**config.mk**
```make
export PLATFORM = sky130hd
export DESIGN_NAME = hex_command_line_parser
export DESIGN_NICKNAME = d
export VERILOG_FILES = /design/src/rtl/hcl_pkg.sv /design/src/rtl/hex_command_line_parser.sv /design/src/rtl/hcl_front.sv /design/src/rtl/hcl_queue.sv /design/src/rtl/hcl_back.sv
export SDC_FILE = /design/constraint.sdc
export NUM_CORES = 1
export LEC_CHECK = 0
export CAP_MARGIN = 20
export CORE_MARGIN = 8
export CORE_UTILIZATION = 48
export CTS_CLUSTER_SIZE = 8
export DETAILED_ROUTE_END_ITERATION = 10
export DONT_BUFFER_PORTS = 1
export PLACE_DENSITY_LB_ADDON = 0.05
export SLEW_MARGIN = 20
export SYNTH_ARGS = -nofsm -noshare
export SYNTH_HDL_FRONTEND = slang
export SYNTH_SLANG_ARGS = --single-unit
```
**constraint.sdc**
```tcl
create_clock -name clk -period 5.35 [get_ports clk]
set_input_delay 0.535 -clock clk [delete_from_list [all_inputs] [get_ports clk]]
set_output_delay 0.535 -clock clk [all_outputs]
set_load 0.02 [all_outputs]
```
**src/rtl/hcl_pkg.sv**
```systemverilog
`default_nettype none
package hcl_pkg;

  localparam logic [7:0] CH_ESC   = 8'd27;
  localparam logic [7:0] CH_CR    = 8'h0d;
  localparam logic [7:0] CH_LF    = 8'h0a;
  localparam logic [7:0] CH_SPACE = 8'h20;
  localparam logic [7:0] CH_0     = 8'h30;
  localparam logic [7:0] CH_9     = 8'h39;
  localparam logic [7:0] CH_LA    = 8'h61;
  localparam logic [7:0] CH_LZ    = 8'h7a;
  localparam logic [7:0] CH_UA    = 8'h41;
  localparam logic [7:0] CH_UZ    = 8'h5a;
  localparam logic [7:0] CH_W     = 8'h77;
  localparam logic [7:0] CH_R     = 8'h72;
  localparam logic [7:0] CH_C     = 8'h63;
  localparam logic [7:0] CH_S     = 8'h73;
  localparam logic [7:0] CH_T     = 8'h74;
  localparam logic [7:0] CH_Z     = 8'h7a;
  localparam logic [7:0] CH_LD    = 8'h64;
  localparam logic [7:0] CH_UD    = 8'h44;

  // Operands must fit in this many bits
  localparam int unsigned OPERAND_BITS = 16;
  localparam int unsigned ACTION_BITS  = 4;
  localparam int unsigned OUT_BYTES    = 5;

  typedef enum logic [1:0] {
    KIND_ESC,
    KIND_ENTER,
    KIND_SPACE,
    KIND_OTHER
  } kind_t;

  typedef enum logic [3:0] {
    CMD_NONE,
    CMD_READ,
    CMD_WRITE,
    CMD_CROP,
    CMD_DUMP,
    CMD_TOTAL,
    CMD_ZOOM,
    CMD_DBG_OFF,
    CMD_DBG_ON
  } cmd_t;

  typedef enum logic [1:0] {
    MODE_CMD,
    MODE_ADDR,
    MODE_DATA
  } mode_t;

  typedef enum logic [ACTION_BITS-1:0] {
    ACT_NONE       = 4'd0,
    ACT_PROMPT     = 4'd1,
    ACT_READ       = 4'd2,
    ACT_WRITE      = 4'd3,
    ACT_CROP       = 4'd4,
    ACT_UNKNOWN    = 4'd5,
    ACT_DATA_RANGE = 4'd6,
    ACT_ADDR_RANGE = 4'd7,
    ACT_DUMP       = 4'd8,
    ACT_SIZE_TOTAL = 4'd9,
    ACT_SIZE_ZOOM  = 4'd10,
    ACT_DEBUG_OFF  = 4'd11,
    ACT_DEBUG_ON   = 4'd12
  } action_t;

  // Classified character: dneg marks a digit worth minus one
  typedef struct packed {
    kind_t      kind;
    cmd_t       cmd;
    logic       dneg;
    logic [5:0] dval;
  } token_t;

endpackage
`default_nettype wire

```
**src/rtl/hex_command_line_parser.sv**
```systemverilog
// Serial command-line parser: one received character per request on the
// in_ side, one result per character on the out_ side, in order. A new
// character is taken every clock cycle while the result side keeps up; the
// sustained rate is one character per cycle, set by the executor that
// updates the parse state. Each character's result passes in order through
// the classifier register, the two-entry queue and the result register
// before it is offered on the out_ side as a registered result, and while
// out_tready is low the input keeps flowing for up to three more characters
// (two queue entries and the classifier register). The letter at the prompt
// picks the command; w, r and c are followed by a hex address, a space and hex
// data, accumulated ACC_WIDTH bits wide. CR or LF executes and range-checks
// both operands against 16 bits; ESC abandons the line.
`default_nettype none
module hex_command_line_parser
  import hcl_pkg::*;
#(
  parameter int unsigned ACC_WIDTH = 32
) (
  input  wire logic                   clk,
  input  wire logic                   rst_n,
  input  wire logic                   in_tvalid,
  output logic                        in_tready,
  input  wire logic [7:0]             in_tdata,   // [7:0] rx_char
  output logic                        out_tvalid,
  input  wire logic                   out_tready,
  // [3:0] action, [19:4] address, [35:20] data, [36] led_toggle,
  // [37] debug_enabled, [39:38] zero
  output logic [8*OUT_BYTES-1:0]      out_tdata
);

  // Front to queue
  logic    ft_valid, ft_ready;
  token_t  ft_tok;
  // Queue to back end
  logic    qb_valid, qb_ready;
  token_t  qb_tok;

  action_t                 res_action;
  logic [OPERAND_BITS-1:0] res_address, res_data;
  logic                    res_led, res_debug;

  // Classify each character as it arrives
  hcl_front u_front (
    .clk       (clk),
    .rst_n     (rst_n),
    .in_valid  (in_tvalid),
    .in_ready  (in_tready),
    .in_char   (in_tdata),
    .tok_valid (ft_valid),
    .tok_ready (ft_ready),
    .tok       (ft_tok)
  );

  // Decouple classification from execution
  hcl_queue u_queue (
    .clk      (clk),
    .rst_n    (rst_n),
    .wr_valid (ft_valid),
    .wr_ready (ft_ready),
    .wr_tok   (ft_tok),
    .rd_valid (qb_valid),
    .rd_ready (qb_ready),
    .rd_tok   (qb_tok)
  );

  // Advance the parse state and hold the result until taken
  hcl_back #(
    .ACC_WIDTH (ACC_WIDTH)
  ) u_back (
    .clk         (clk),
    .rst_n       (rst_n),
    .tok_valid   (qb_valid),
    .tok_ready   (qb_ready),
    .tok         (qb_tok),
    .res_valid   (out_tvalid),
    .res_ready   (out_tready),
    .res_action  (res_action),
    .res_address (res_address),
    .res_data    (res_data),
    .res_led     (res_led),
    .res_debug   (res_debug)
  );

  // Pack fields from the lowest bit up, pad to whole bytes
  assign out_tdata = (8*OUT_BYTES)'({res_debug, res_led, res_data, res_address,
                                    res_action});

endmodule
`default_nettype wire

```
**src/rtl/hcl_front.sv**
```systemverilog
`default_nettype none
module hcl_front
  import hcl_pkg::*;
(
  input  wire logic       clk,
  input  wire logic       rst_n,
  input  wire logic       in_valid,
  output logic            in_ready,
  input  wire logic [7:0] in_char,
  output logic            tok_valid,
  input  wire logic       tok_ready,
  output token_t          tok
);

  logic   valid_r, valid_nxt;
  token_t tok_r, tok_nxt;

  always_comb begin
    tok_nxt.kind = KIND_OTHER;
    tok_nxt.cmd  = CMD_NONE;
    tok_nxt.dneg = 1'b0;
    tok_nxt.dval = '0;
    if (in_char == CH_ESC) begin
      tok_nxt.kind = KIND_ESC;
    end else if (in_char == CH_CR || in_char == CH_LF) begin
      tok_nxt.kind = KIND_ENTER;
    end else if (in_char == CH_SPACE) begin
      tok_nxt.kind = KIND_SPACE;
    end
    priority if (in_char >= CH_0 && in_char <= CH_9) begin
      tok_nxt.dval = 6'(in_char - CH_0);
    end else if (in_char >= CH_LA && in_char <= CH_LZ) begin
      tok_nxt.dval = 6'(in_char - CH_LA + 8'd10);
    end else if (in_char >= CH_UA && in_char <= CH_UZ) begin
      tok_nxt.dval = 6'(in_char - CH_UA + 8'd10);
    end else begin
      tok_nxt.dneg = 1'b1;
    end
    unique case (in_char)
      CH_R:    tok_nxt.cmd = CMD_READ;
      CH_W:    tok_nxt.cmd = CMD_WRITE;
      CH_C:    tok_nxt.cmd = CMD_CROP;
      CH_S:    tok_nxt.cmd = CMD_DUMP;
      CH_T:    tok_nxt.cmd = CMD_TOTAL;
      CH_Z:    tok_nxt.cmd = CMD_ZOOM;
      CH_LD:   tok_nxt.cmd = CMD_DBG_OFF;
      CH_UD:   tok_nxt.cmd = CMD_DBG_ON;
      default: tok_nxt.cmd = CMD_NONE;
    endcase
  end

  assign in_ready  = !valid_r || tok_ready;
  assign valid_nxt = in_ready ? in_valid : valid_r;

  always_ff @(posedge clk) begin
    if (!rst_n) begin
      valid_r <= 1'b0;
    end else begin
      valid_r <= valid_nxt;
    end
  end

  always_ff @(posedge clk) begin
    if (in_ready && in_valid) begin
      tok_r <= tok_nxt;
    end
  end

  assign tok_valid = valid_r;
  assign tok       = tok_r;

endmodule
`default_nettype wire

```
**src/rtl/hcl_queue.sv**
```systemverilog
`default_nettype none
module hcl_queue
  import hcl_pkg::*;
(
  input  wire logic   clk,
  input  wire logic   rst_n,
  input  wire logic   wr_valid,
  output logic        wr_ready,
  input  token_t      wr_tok,
  output logic        rd_valid,
  input  wire logic   rd_ready,
  output token_t      rd_tok
);

  token_t     mem [2];
  logic       wr_ptr_r, wr_ptr_nxt;
  logic       rd_ptr_r, rd_ptr_nxt;
  logic [1:0] count_r, count_nxt;
  logic       push, pop;

  assign wr_ready = (count_r != 2'd2);
  assign rd_valid = (count_r != 2'd0);
  assign push     = wr_valid && wr_ready;
  assign pop      = rd_valid && rd_ready;

  always_comb begin
    wr_ptr_nxt = push ? !wr_ptr_r : wr_ptr_r;
    rd_ptr_nxt = pop ? !rd_ptr_r : rd_ptr_r;
    count_nxt  = count_r + 2'(push) - 2'(pop);
  end

  always_ff @(posedge clk) begin
    if (!rst_n) begin
      wr_ptr_r <= 1'b0;
      rd_ptr_r <= 1'b0;
      count_r  <= 2'd0;
    end else begin
      wr_ptr_r <= wr_ptr_nxt;
      rd_ptr_r <= rd_ptr_nxt;
      count_r  <= count_nxt;
    end
  end

  always_ff @(posedge clk) begin
    if (push) begin
      mem[wr_ptr_r] <= wr_tok;
    end
  end

  assign rd_tok = mem[rd_ptr_r];

endmodule
`default_nettype wire

```
**src/rtl/hcl_back.sv**
```systemverilog
`default_nettype none
module hcl_back
  import hcl_pkg::*;
#(
  parameter int unsigned ACC_WIDTH = 32
) (
  input  wire logic                    clk,
  input  wire logic                    rst_n,
  input  wire logic                    tok_valid,
  output logic                         tok_ready,
  input  token_t                       tok,
  output logic                         res_valid,
  input  wire logic                    res_ready,
  output action_t                      res_action,
  output logic [OPERAND_BITS-1:0]      res_address,
  output logic [OPERAND_BITS-1:0]      res_data,
  output logic                         res_led,
  output logic                         res_debug
);

  mode_t                 mode_r, mode_nxt;
  cmd_t                  cmd_r, cmd_nxt;
  logic [ACC_WIDTH-1:0]  addr_acc_r, addr_acc_nxt;
  logic [ACC_WIDTH-1:0]  data_acc_r, data_acc_nxt;
  logic                  dbg_r, dbg_nxt;
  logic                  valid_r, valid_nxt;

  action_t               act_nxt, act_r;
  logic [OPERAND_BITS-1:0] addr_o_nxt, addr_o_r, data_o_nxt, data_o_r;
  logic                  led_nxt, led_r;

  logic [ACC_WIDTH-1:0]  digit;
  logic [ACC_WIDTH-1:0]  addr_push, data_push;
  logic                  addr_big, data_big;
  logic                  fire;

  assign tok_ready = !valid_r || res_ready;
  assign fire      = tok_valid && tok_ready;

  assign digit     = tok.dneg ? '1 : ACC_WIDTH'(tok.dval);
  assign addr_push = (addr_acc_r << 4) + digit;
  assign data_push = (data_acc_r << 4) + digit;
  assign addr_big  = |addr_acc_r[ACC_WIDTH-1:OPERAND_BITS];
  assign data_big  = |data_acc_r[ACC_WIDTH-1:OPERAND_BITS];

  always_ff @(posedge clk) begin
    if (!rst_n) begin
      mode_r     <= MODE_CMD;
      cmd_r      <= CMD_NONE;
      addr_acc_r <= '0;
      data_acc_r <= '0;
      dbg_r      <= 1'b0;
      valid_r    <= 1'b0;
    end else begin
      mode_r     <= mode_nxt;
      cmd_r      <= cmd_nxt;
      addr_acc_r <= addr_acc_nxt;
      data_acc_r <= data_acc_nxt;
      dbg_r      <= dbg_nxt;
      valid_r    <= valid_nxt;
    end
  end

  always_comb begin
    mode_nxt     = mode_r;
    cmd_nxt      = cmd_r;
    addr_acc_nxt = addr_acc_r;
    data_acc_nxt = data_acc_r;
    dbg_nxt      = dbg_r;
    act_nxt      = ACT_NONE;
    addr_o_nxt   = '0;
    data_o_nxt   = '0;
    led_nxt      = 1'b1;
    valid_nxt    = tok_ready ? tok_valid : valid_r;
    if (fire) begin
      priority if (tok.kind == KIND_ESC) begin
        mode_nxt = MODE_CMD;
        act_nxt  = ACT_PROMPT;
        led_nxt  = 1'b0;
      end else if (tok.kind == KIND_ENTER) begin
        mode_nxt = MODE_CMD;
        priority if (addr_big) begin
          act_nxt = ACT_ADDR_RANGE;
        end else if (data_big) begin
          act_nxt = ACT_DATA_RANGE;
        end else if (cmd_r == CMD_READ || cmd_r == CMD_WRITE || cmd_r == CMD_CROP) begin
          act_nxt    = (cmd_r == CMD_READ)  ? ACT_READ :
                       (cmd_r == CMD_WRITE) ? ACT_WRITE : ACT_CROP;
          addr_o_nxt = addr_acc_r[OPERAND_BITS-1:0];
          data_o_nxt = data_acc_r[OPERAND_BITS-1:0];
        end else begin
          act_nxt = ACT_UNKNOWN;
        end
      end else if (mode_r == MODE_ADDR) begin
        if (tok.kind == KIND_SPACE) begin
          mode_nxt = MODE_DATA;
        end else begin
          addr_acc_nxt = addr_push;
        end
      end else if (mode_r == MODE_DATA) begin
        data_acc_nxt = data_push;
      end else begin
        cmd_nxt = tok.cmd;
        unique case (tok.cmd)
          CMD_READ, CMD_WRITE, CMD_CROP: begin
            mode_nxt     = MODE_ADDR;
            addr_acc_nxt = '0;
            data_acc_nxt = '0;
          end
          CMD_DUMP:    act_nxt = ACT_DUMP;
          CMD_TOTAL:   act_nxt = ACT_SIZE_TOTAL;
          CMD_ZOOM:    act_nxt = ACT_SIZE_ZOOM;
          CMD_DBG_OFF: begin
            dbg_nxt = 1'b0;
            act_nxt = ACT_DEBUG_OFF;
          end
          CMD_DBG_ON: begin
            dbg_nxt = 1'b1;
            act_nxt = ACT_DEBUG_ON;
          end
          default:     act_nxt = ACT_NONE;
        endcase
      end
    end
  end

  always_ff @(posedge clk) begin
    if (fire) begin
      act_r    <= act_nxt;
      addr_o_r <= addr_o_nxt;
      data_o_r <= data_o_nxt;
      led_r    <= led_nxt;
    end
  end

  assign res_valid   = valid_r;
  assign res_action  = act_r;
  assign res_address = addr_o_r;
  assign res_data    = data_o_r;
  assign res_led     = led_r;
  assign res_debug   = dbg_r;

endmodule
`default_nettype wire
```
-- Word-level counts from Yosys, hierarchy flattened
Memory sizes are Yosys's and may differ from the RTL's. A register that Yosys moved wholly into a read port is not among the register bits.
Cells that the tools add are included.
- add/subtract/negate cells: 9
- multipliers: 0
- div/mod/pow operators: 0
- magnitude comparators: 6
- equality and inequality tests: 32
- shift-type cells: 0
- mux-type cells: 34
- bitwise gates (word level): 5
- reduce and logical (&&, ||, !) cells: 32
- operators with widths (kind ; number):
    two-way mux 32 bit ; 6
    adder 32 bit ; 2
    == test 8 x 7 -> 1 bit (second input constant) ; 8
    OR reduction 35 bit ; 1
    case mux 4 bit (8 select lines) ; 1
    OR reduction 16 bit ; 2
    two-way mux 4 bit ; 7
    case mux 4 bit (5 select lines) ; 1
    two-way mux 6 bit ; 3
    == test 4 x 2 -> 1 bit (second input constant) ; 4
    == test 4 x 3 -> 1 bit (second input constant) ; 4
    == test 8 x 4 -> 1 bit (second input constant) ; 2
    >= comparator 8 x 7 -> 1 bit (second input constant) ; 2
    <= comparator 8 x 7 -> 1 bit (second input constant) ; 2
    adder 6 x 4 -> 6 bit (second input constant) ; 2
    two-way mux 2 bit ; 6
    AND reduction 6 bit ; 2
    subtractor 6 bit (second input constant) ; 2
    AND reduction 5 bit ; 2
    == test 4 x 1 -> 1 bit (second input constant) ; 2
    == test 8 x 5 -> 1 bit (second input constant) ; 1
    == test 8 x 6 -> 1 bit (second input constant) ; 1
    >= comparator 8 x 6 -> 1 bit (second input constant) ; 1
    <= comparator 8 x 6 -> 1 bit (second input constant) ; 1
    23 further kinds ; 53
- flip-flop bits (word level): 127
- bits in latches: 0
- memory bits (writable): 26
- memory bits (read-only): 0
- input bits: 12
- memories: 1
- memories (memory ; depth ; bits a word ; read ports ; clocked after memory_dff ; write ports ; line ; source):
    u_queue.mem ; 2 ; 13 ; 1 ; 1 ; 1 ; hcl_queue.sv:15 ; token_t mem [2];

-- Logic depth before layout (Yosys ltp)
- depth after elaboration: 7
- mapped depth: 16

-- Modules after synthesis
Synthesis repeated with hierarchy kept, for this count alone.
- cell total of the unflattened synthesis: 955
- area, all modules: 9081.2 um2
- by module, submodules not included (module ; instances ; cells each ; area an instance (um2) ; sequential area each (um2)):
    hcl_back ; 1 ; 774 ; 6824.0 ; 2552.4
    hcl_queue ; 1 ; 70 ; 1196.1 ; 880.8
    hcl_front ; 1 ; 106 ; 1027.2 ; 410.4
    hex_command_line_parser ; 1 ; 5 ; 33.8 ; 0.0

-- Least setup slack after synthesis
OpenSTA, ideal clock, no wires.
- path type: register -> register
- start point: register with a tool-made name
- end point: register u_back.addr_acc_r[29]
- library setup time: 128 ps
- arrival: 4086 ps
- required time: 5222 ps
- slack: 1137 ps
- stages on the path, launching flop included: 13
- path buffers: 1
- cell sequence: dfxtp_1 buf_2 mux2i_1 inv_1 ha_1 a2111oi_4 a21boi_1 o41a_1 a21boi_1 nor4_1 nor3_1 xor2_1 o21ai_1
- RTL lines (item ; line ; source):
    end signal: assignment ; hcl_back.sv:57 ; addr_acc_r <= addr_acc_nxt;
    end: declaration ; hcl_back.sv:23 ; logic [ACC_WIDTH-1:0] addr_acc_r, addr_acc_nxt;

==> results.md <==
* Status: completed
* Post-cts sizing count at 0
* Area fraction in compound gates after synthesis at 20.6%
* Post-DP HPWL at 15600 um
* Path depth of the worst reg2reg path at 14
* Largest family of logic cells by synthesized area: compound AO/OA/AOI/OAI gates
* Die Footprint at 23400 sq um
* Post-Place Worst Slack at 1.82 ns
* Netlist Area Pre-Place at 9000 sq um
* GRT Overall Usage at 18.3%
* Clock Latency Late Sink at 0.42 ns
* Final Max Tran Viols at 0
* Crit-path max FO at 32
* Max Fclk at 283 MHz
* P_leak at 3.92 nW
* Simple-Gate Fraction of Synth Area at 16.9%
* CTS Root Cell: clkbuf_16
* Final worst path period need at 3.53 ns
* Mux cell area share after synthesis at 1.82%
* WHS Endpoint: u_back.addr_acc_r[11]$_SDFFE_PN0P_
* Top FF cell, synth: dfxtp_1
* Hold Path Class: in -> reg
* Worst path arrival time at 3.80 ns
* Peak supply drop at 0.198 mV
* Synth Area per Inst at 9.47 sq um
* Worst path required time at 5.62 ns
* Htree depth at 4
* RSZ-0062 raised after global routing: no
* Slowest-stage cell, CP: a2111oi_2
* Total CTS buffers at 17
* Area share of fa/ha/maj cells after synthesis at 9.90%
* Core area at 18600 sq um
* Nets@finish at 1023
* Kind of critical path: reg -> reg
* Post-synth top area cell: edfxtp_1
* Clock transition at path regs at 0.06 ns
* CP Launch Type: register
* Xor-xnor portion of the synthesized cell area at 4.86%
* Ports at 54
* Starting Density at 48.5%
* Final period util at 66.0%
* Number of flops mapped to enable cells by yosys at 76
* Clock Path Buffers at 2
* Largest net degree at the start of global routing at 50
* Fraction of registers with async set/reset at 0%
* Vias in the first global route at 6818
* Via count at 6890
* Die width at 153 um
* IO buf count at 0
* DRC at 0
* Cells after Synth at 951
* Post-CTS Setup Inserts at 0
* Top cells by area, synth: edfxtp_1, dfxtp_1, ha_1
* Sequential fraction of the synthesis area at 42.7%
* Top cells by count, synth: nand2_1, dfxtp_1, edfxtp_1
* Slowest stage delay, CP at 0.48 ns
* Final hold vios at 0
* Count leader, synth: nand2_1
* Warnings, synthesis at 0
* Layout cells sized above 1 at 5.35%
* Vias/cell at 5.80
* DRT Pass-1 Iters at 5
* Cell Chain, Critical Path: mux2i_1 > buf_4 > inv_1 > buf_4 > ha_1 > a211oi_1 > o21a_1 > o21ai_1 > a21o_1 > a2111oi_2 > nor2_1 > o31ai_1 > xor2_1 > o21ai_1
* CTS tree: yes
* Fin Hold WS at 0.272 ns
* Site Rows at 50
* Number of antenna violations at the first check in global routing at 0
* Routed length per instance at 17.9 um
* Worst Setup End Kind: register
* Synth Register Bits at 154
* Routed wire length at 21200 um
* Worst clock skew at 0.00968 ns
* Unique masters post-synth at 70
* Power density over cell area at 417 nW/um^2
* # Max-Cap Violations at 0
* Post-CTS Hold Fix Bufs at 0
* Final TNS setup at 0 ns
* Gr ovfl total at 0
* P&R area growth vs syn at 8.69%
* Global-route wire length before repair at 35000 um
* Post-synth top area share at 25.4%
* Die Ht at 153 um
* Final cell utilization of the core at 52.7%
* Initial DRC count at 385
* Post-route ant nets at 0
* Worst hold stages at 1
* TritonCTS Sinks at 154
* Setup WS post-layout at 1.82 ns
* Flop2flop setup slack at 1.82 ns
* Tightest Pin Transition at 0.729 ns
* Final setup violating endpoints at 0
* Ant. Diodes at 0
* Hold path start: rst_n
* FF-to-FF End: u_back.data_acc_r[29]$_SDFFE_PN0P_
* Slew Limit Headroom at 50.1%
* GPL Wtd Cong at 0.850
==> per-stage QoR <==
stage	area, sq um	total power (W)	cells
2_1_floorplan	9010	0.00261	952
3_3_place_gp	9210	0.00290	1156
3_5_place_dp	9210	0.00293	1156
4_1_cts	9780	0.00411	1188
5_1_grt	9780	0.00432	1188
6_report	9780	0.00408	1188
==> cells in the final DEF, fill, tap and decap left out, types with 17 or more instances in the layout <==
cell	n
dfxtp_1	78
and2_1	47
o21ai_1	23
o21ai_0	54
nor2_1	41
ha_1	68
a21o_1	22
nor2b_1	36
a21oi_1	71
a22oi_1	27
clkbuf_16	17
nand3_1	19
xnor2_1	26
edfxtp_1	76
xor2_1	24
inv_1	32
nand2_1	95
==> flip-flops by register name (all words and copies together) (netlist names), named ones only <==
| register | count |
|---|---|
| u_back.addr_acc_r | 32 |
| u_back.cmd_r | 4 |
| u_back.data_acc_r | 32 |
| u_back.mode_r | 2 |
| u_back.res_action | 4 |
| u_back.res_address | 16 |
| u_back.res_data | 16 |
| u_back.res_debug | 1 |
| u_back.res_led | 1 |
| u_back.res_valid | 1 |
| u_front.tok | 13 |
| u_front.tok_valid | 1 |
| u_queue.count_r | 2 |
| u_queue.mem | 26 |
| u_queue.rd_ptr_r | 1 |
| u_queue.wr_ptr_r | 1 |
==> worst max-delay path, delay by kind of cell (launching register included) <==
family / cells / cell delay [ns]
adder cells (fa/ha/maj): 1 / 0.28
AND/OR/NAND/NOR: 1 / 0.14
XOR/XNOR: 1 / 0.17
AO/OA/AOI/OAI: 7 / 1.71
buffers and inverters: 3 / 0.52
flip-flops: 1 / 0.34
multiplexers: 1 / 0.19
==> how the worst max path moves through the flow <==
| stage | start | to | slack, ns | cells past startpoint |
|---|---|---|---|---|
| 2_1_floorplan | register | u_back.addr_acc_r[29]$_SDFFE_PN0P_ | 1.14 | 12 |
| 3_3_place_gp | register | u_back.data_acc_r[29]$_SDFFE_PN0P_ | 1.96 | 14 |
| 3_5_place_dp | register | u_back.data_acc_r[29]$_SDFFE_PN0P_ | 1.82 | 14 |
| 4_1_cts | register | u_back.data_acc_r[29]$_SDFFE_PN0P_ | 1.79 | 14 |
| 5_1_grt | register | u_back.data_acc_r[29]$_SDFFE_PN0P_ | 1.55 | 14 |
| 6_report | register | u_back.data_acc_r[29]$_SDFFE_PN0P_ | 1.82 | 14 |
==> logic make-up (layout without fill, tap and decap cells) <==
| kind of cell | Yosys count | in the layout |
|---|---|---|
| xor gates and xnor gates | 50 | 50 |
| DFF | 154 | 154 |
| other | 1 | 2 |
| adders and majority gates | 70 | 70 |
| AOI/OAI and AO/OA | 284 | 284 |
| muxes | 16 | 16 |
| and+or+nand+nor | 303 | 303 |
| buffers and inverters | 73 | 75 |
==> where the power goes <==
part,switching [W],leakage [nW],internal (W),total [W]
logic,0.000781,2.29,0.000444,0.00123
registers,0.000220,1.36,0.00146,0.00168
clock network,0.000485,0.273,0.000685,0.00117
==> area by class of cell <==
cell class                 instances  area, sq um
inverter                          33          124
multi-input combinational        725         4880
clock buffer                      17          425
fill                            1678         8800
sequential                       154         3840
clock inverter                    15          148
tap                              234          293
timing repair buffer              10         75.1
==> layer usage <==
metal / share of wire, % / vias up / wire, um / GRT usage [%]
met1: 47 / 3267 / 9940 / 23.2
li1: - / 3465 / - / -
met5: 0 / - / 0 / 0
met3: 4.5 / 15 / 945 / 4.14
met2: 47 / 143 / 10100 / 30.8
met4: 1.2 / 0 / 254 / 5.14
Power figures use the tool's default switching activity.
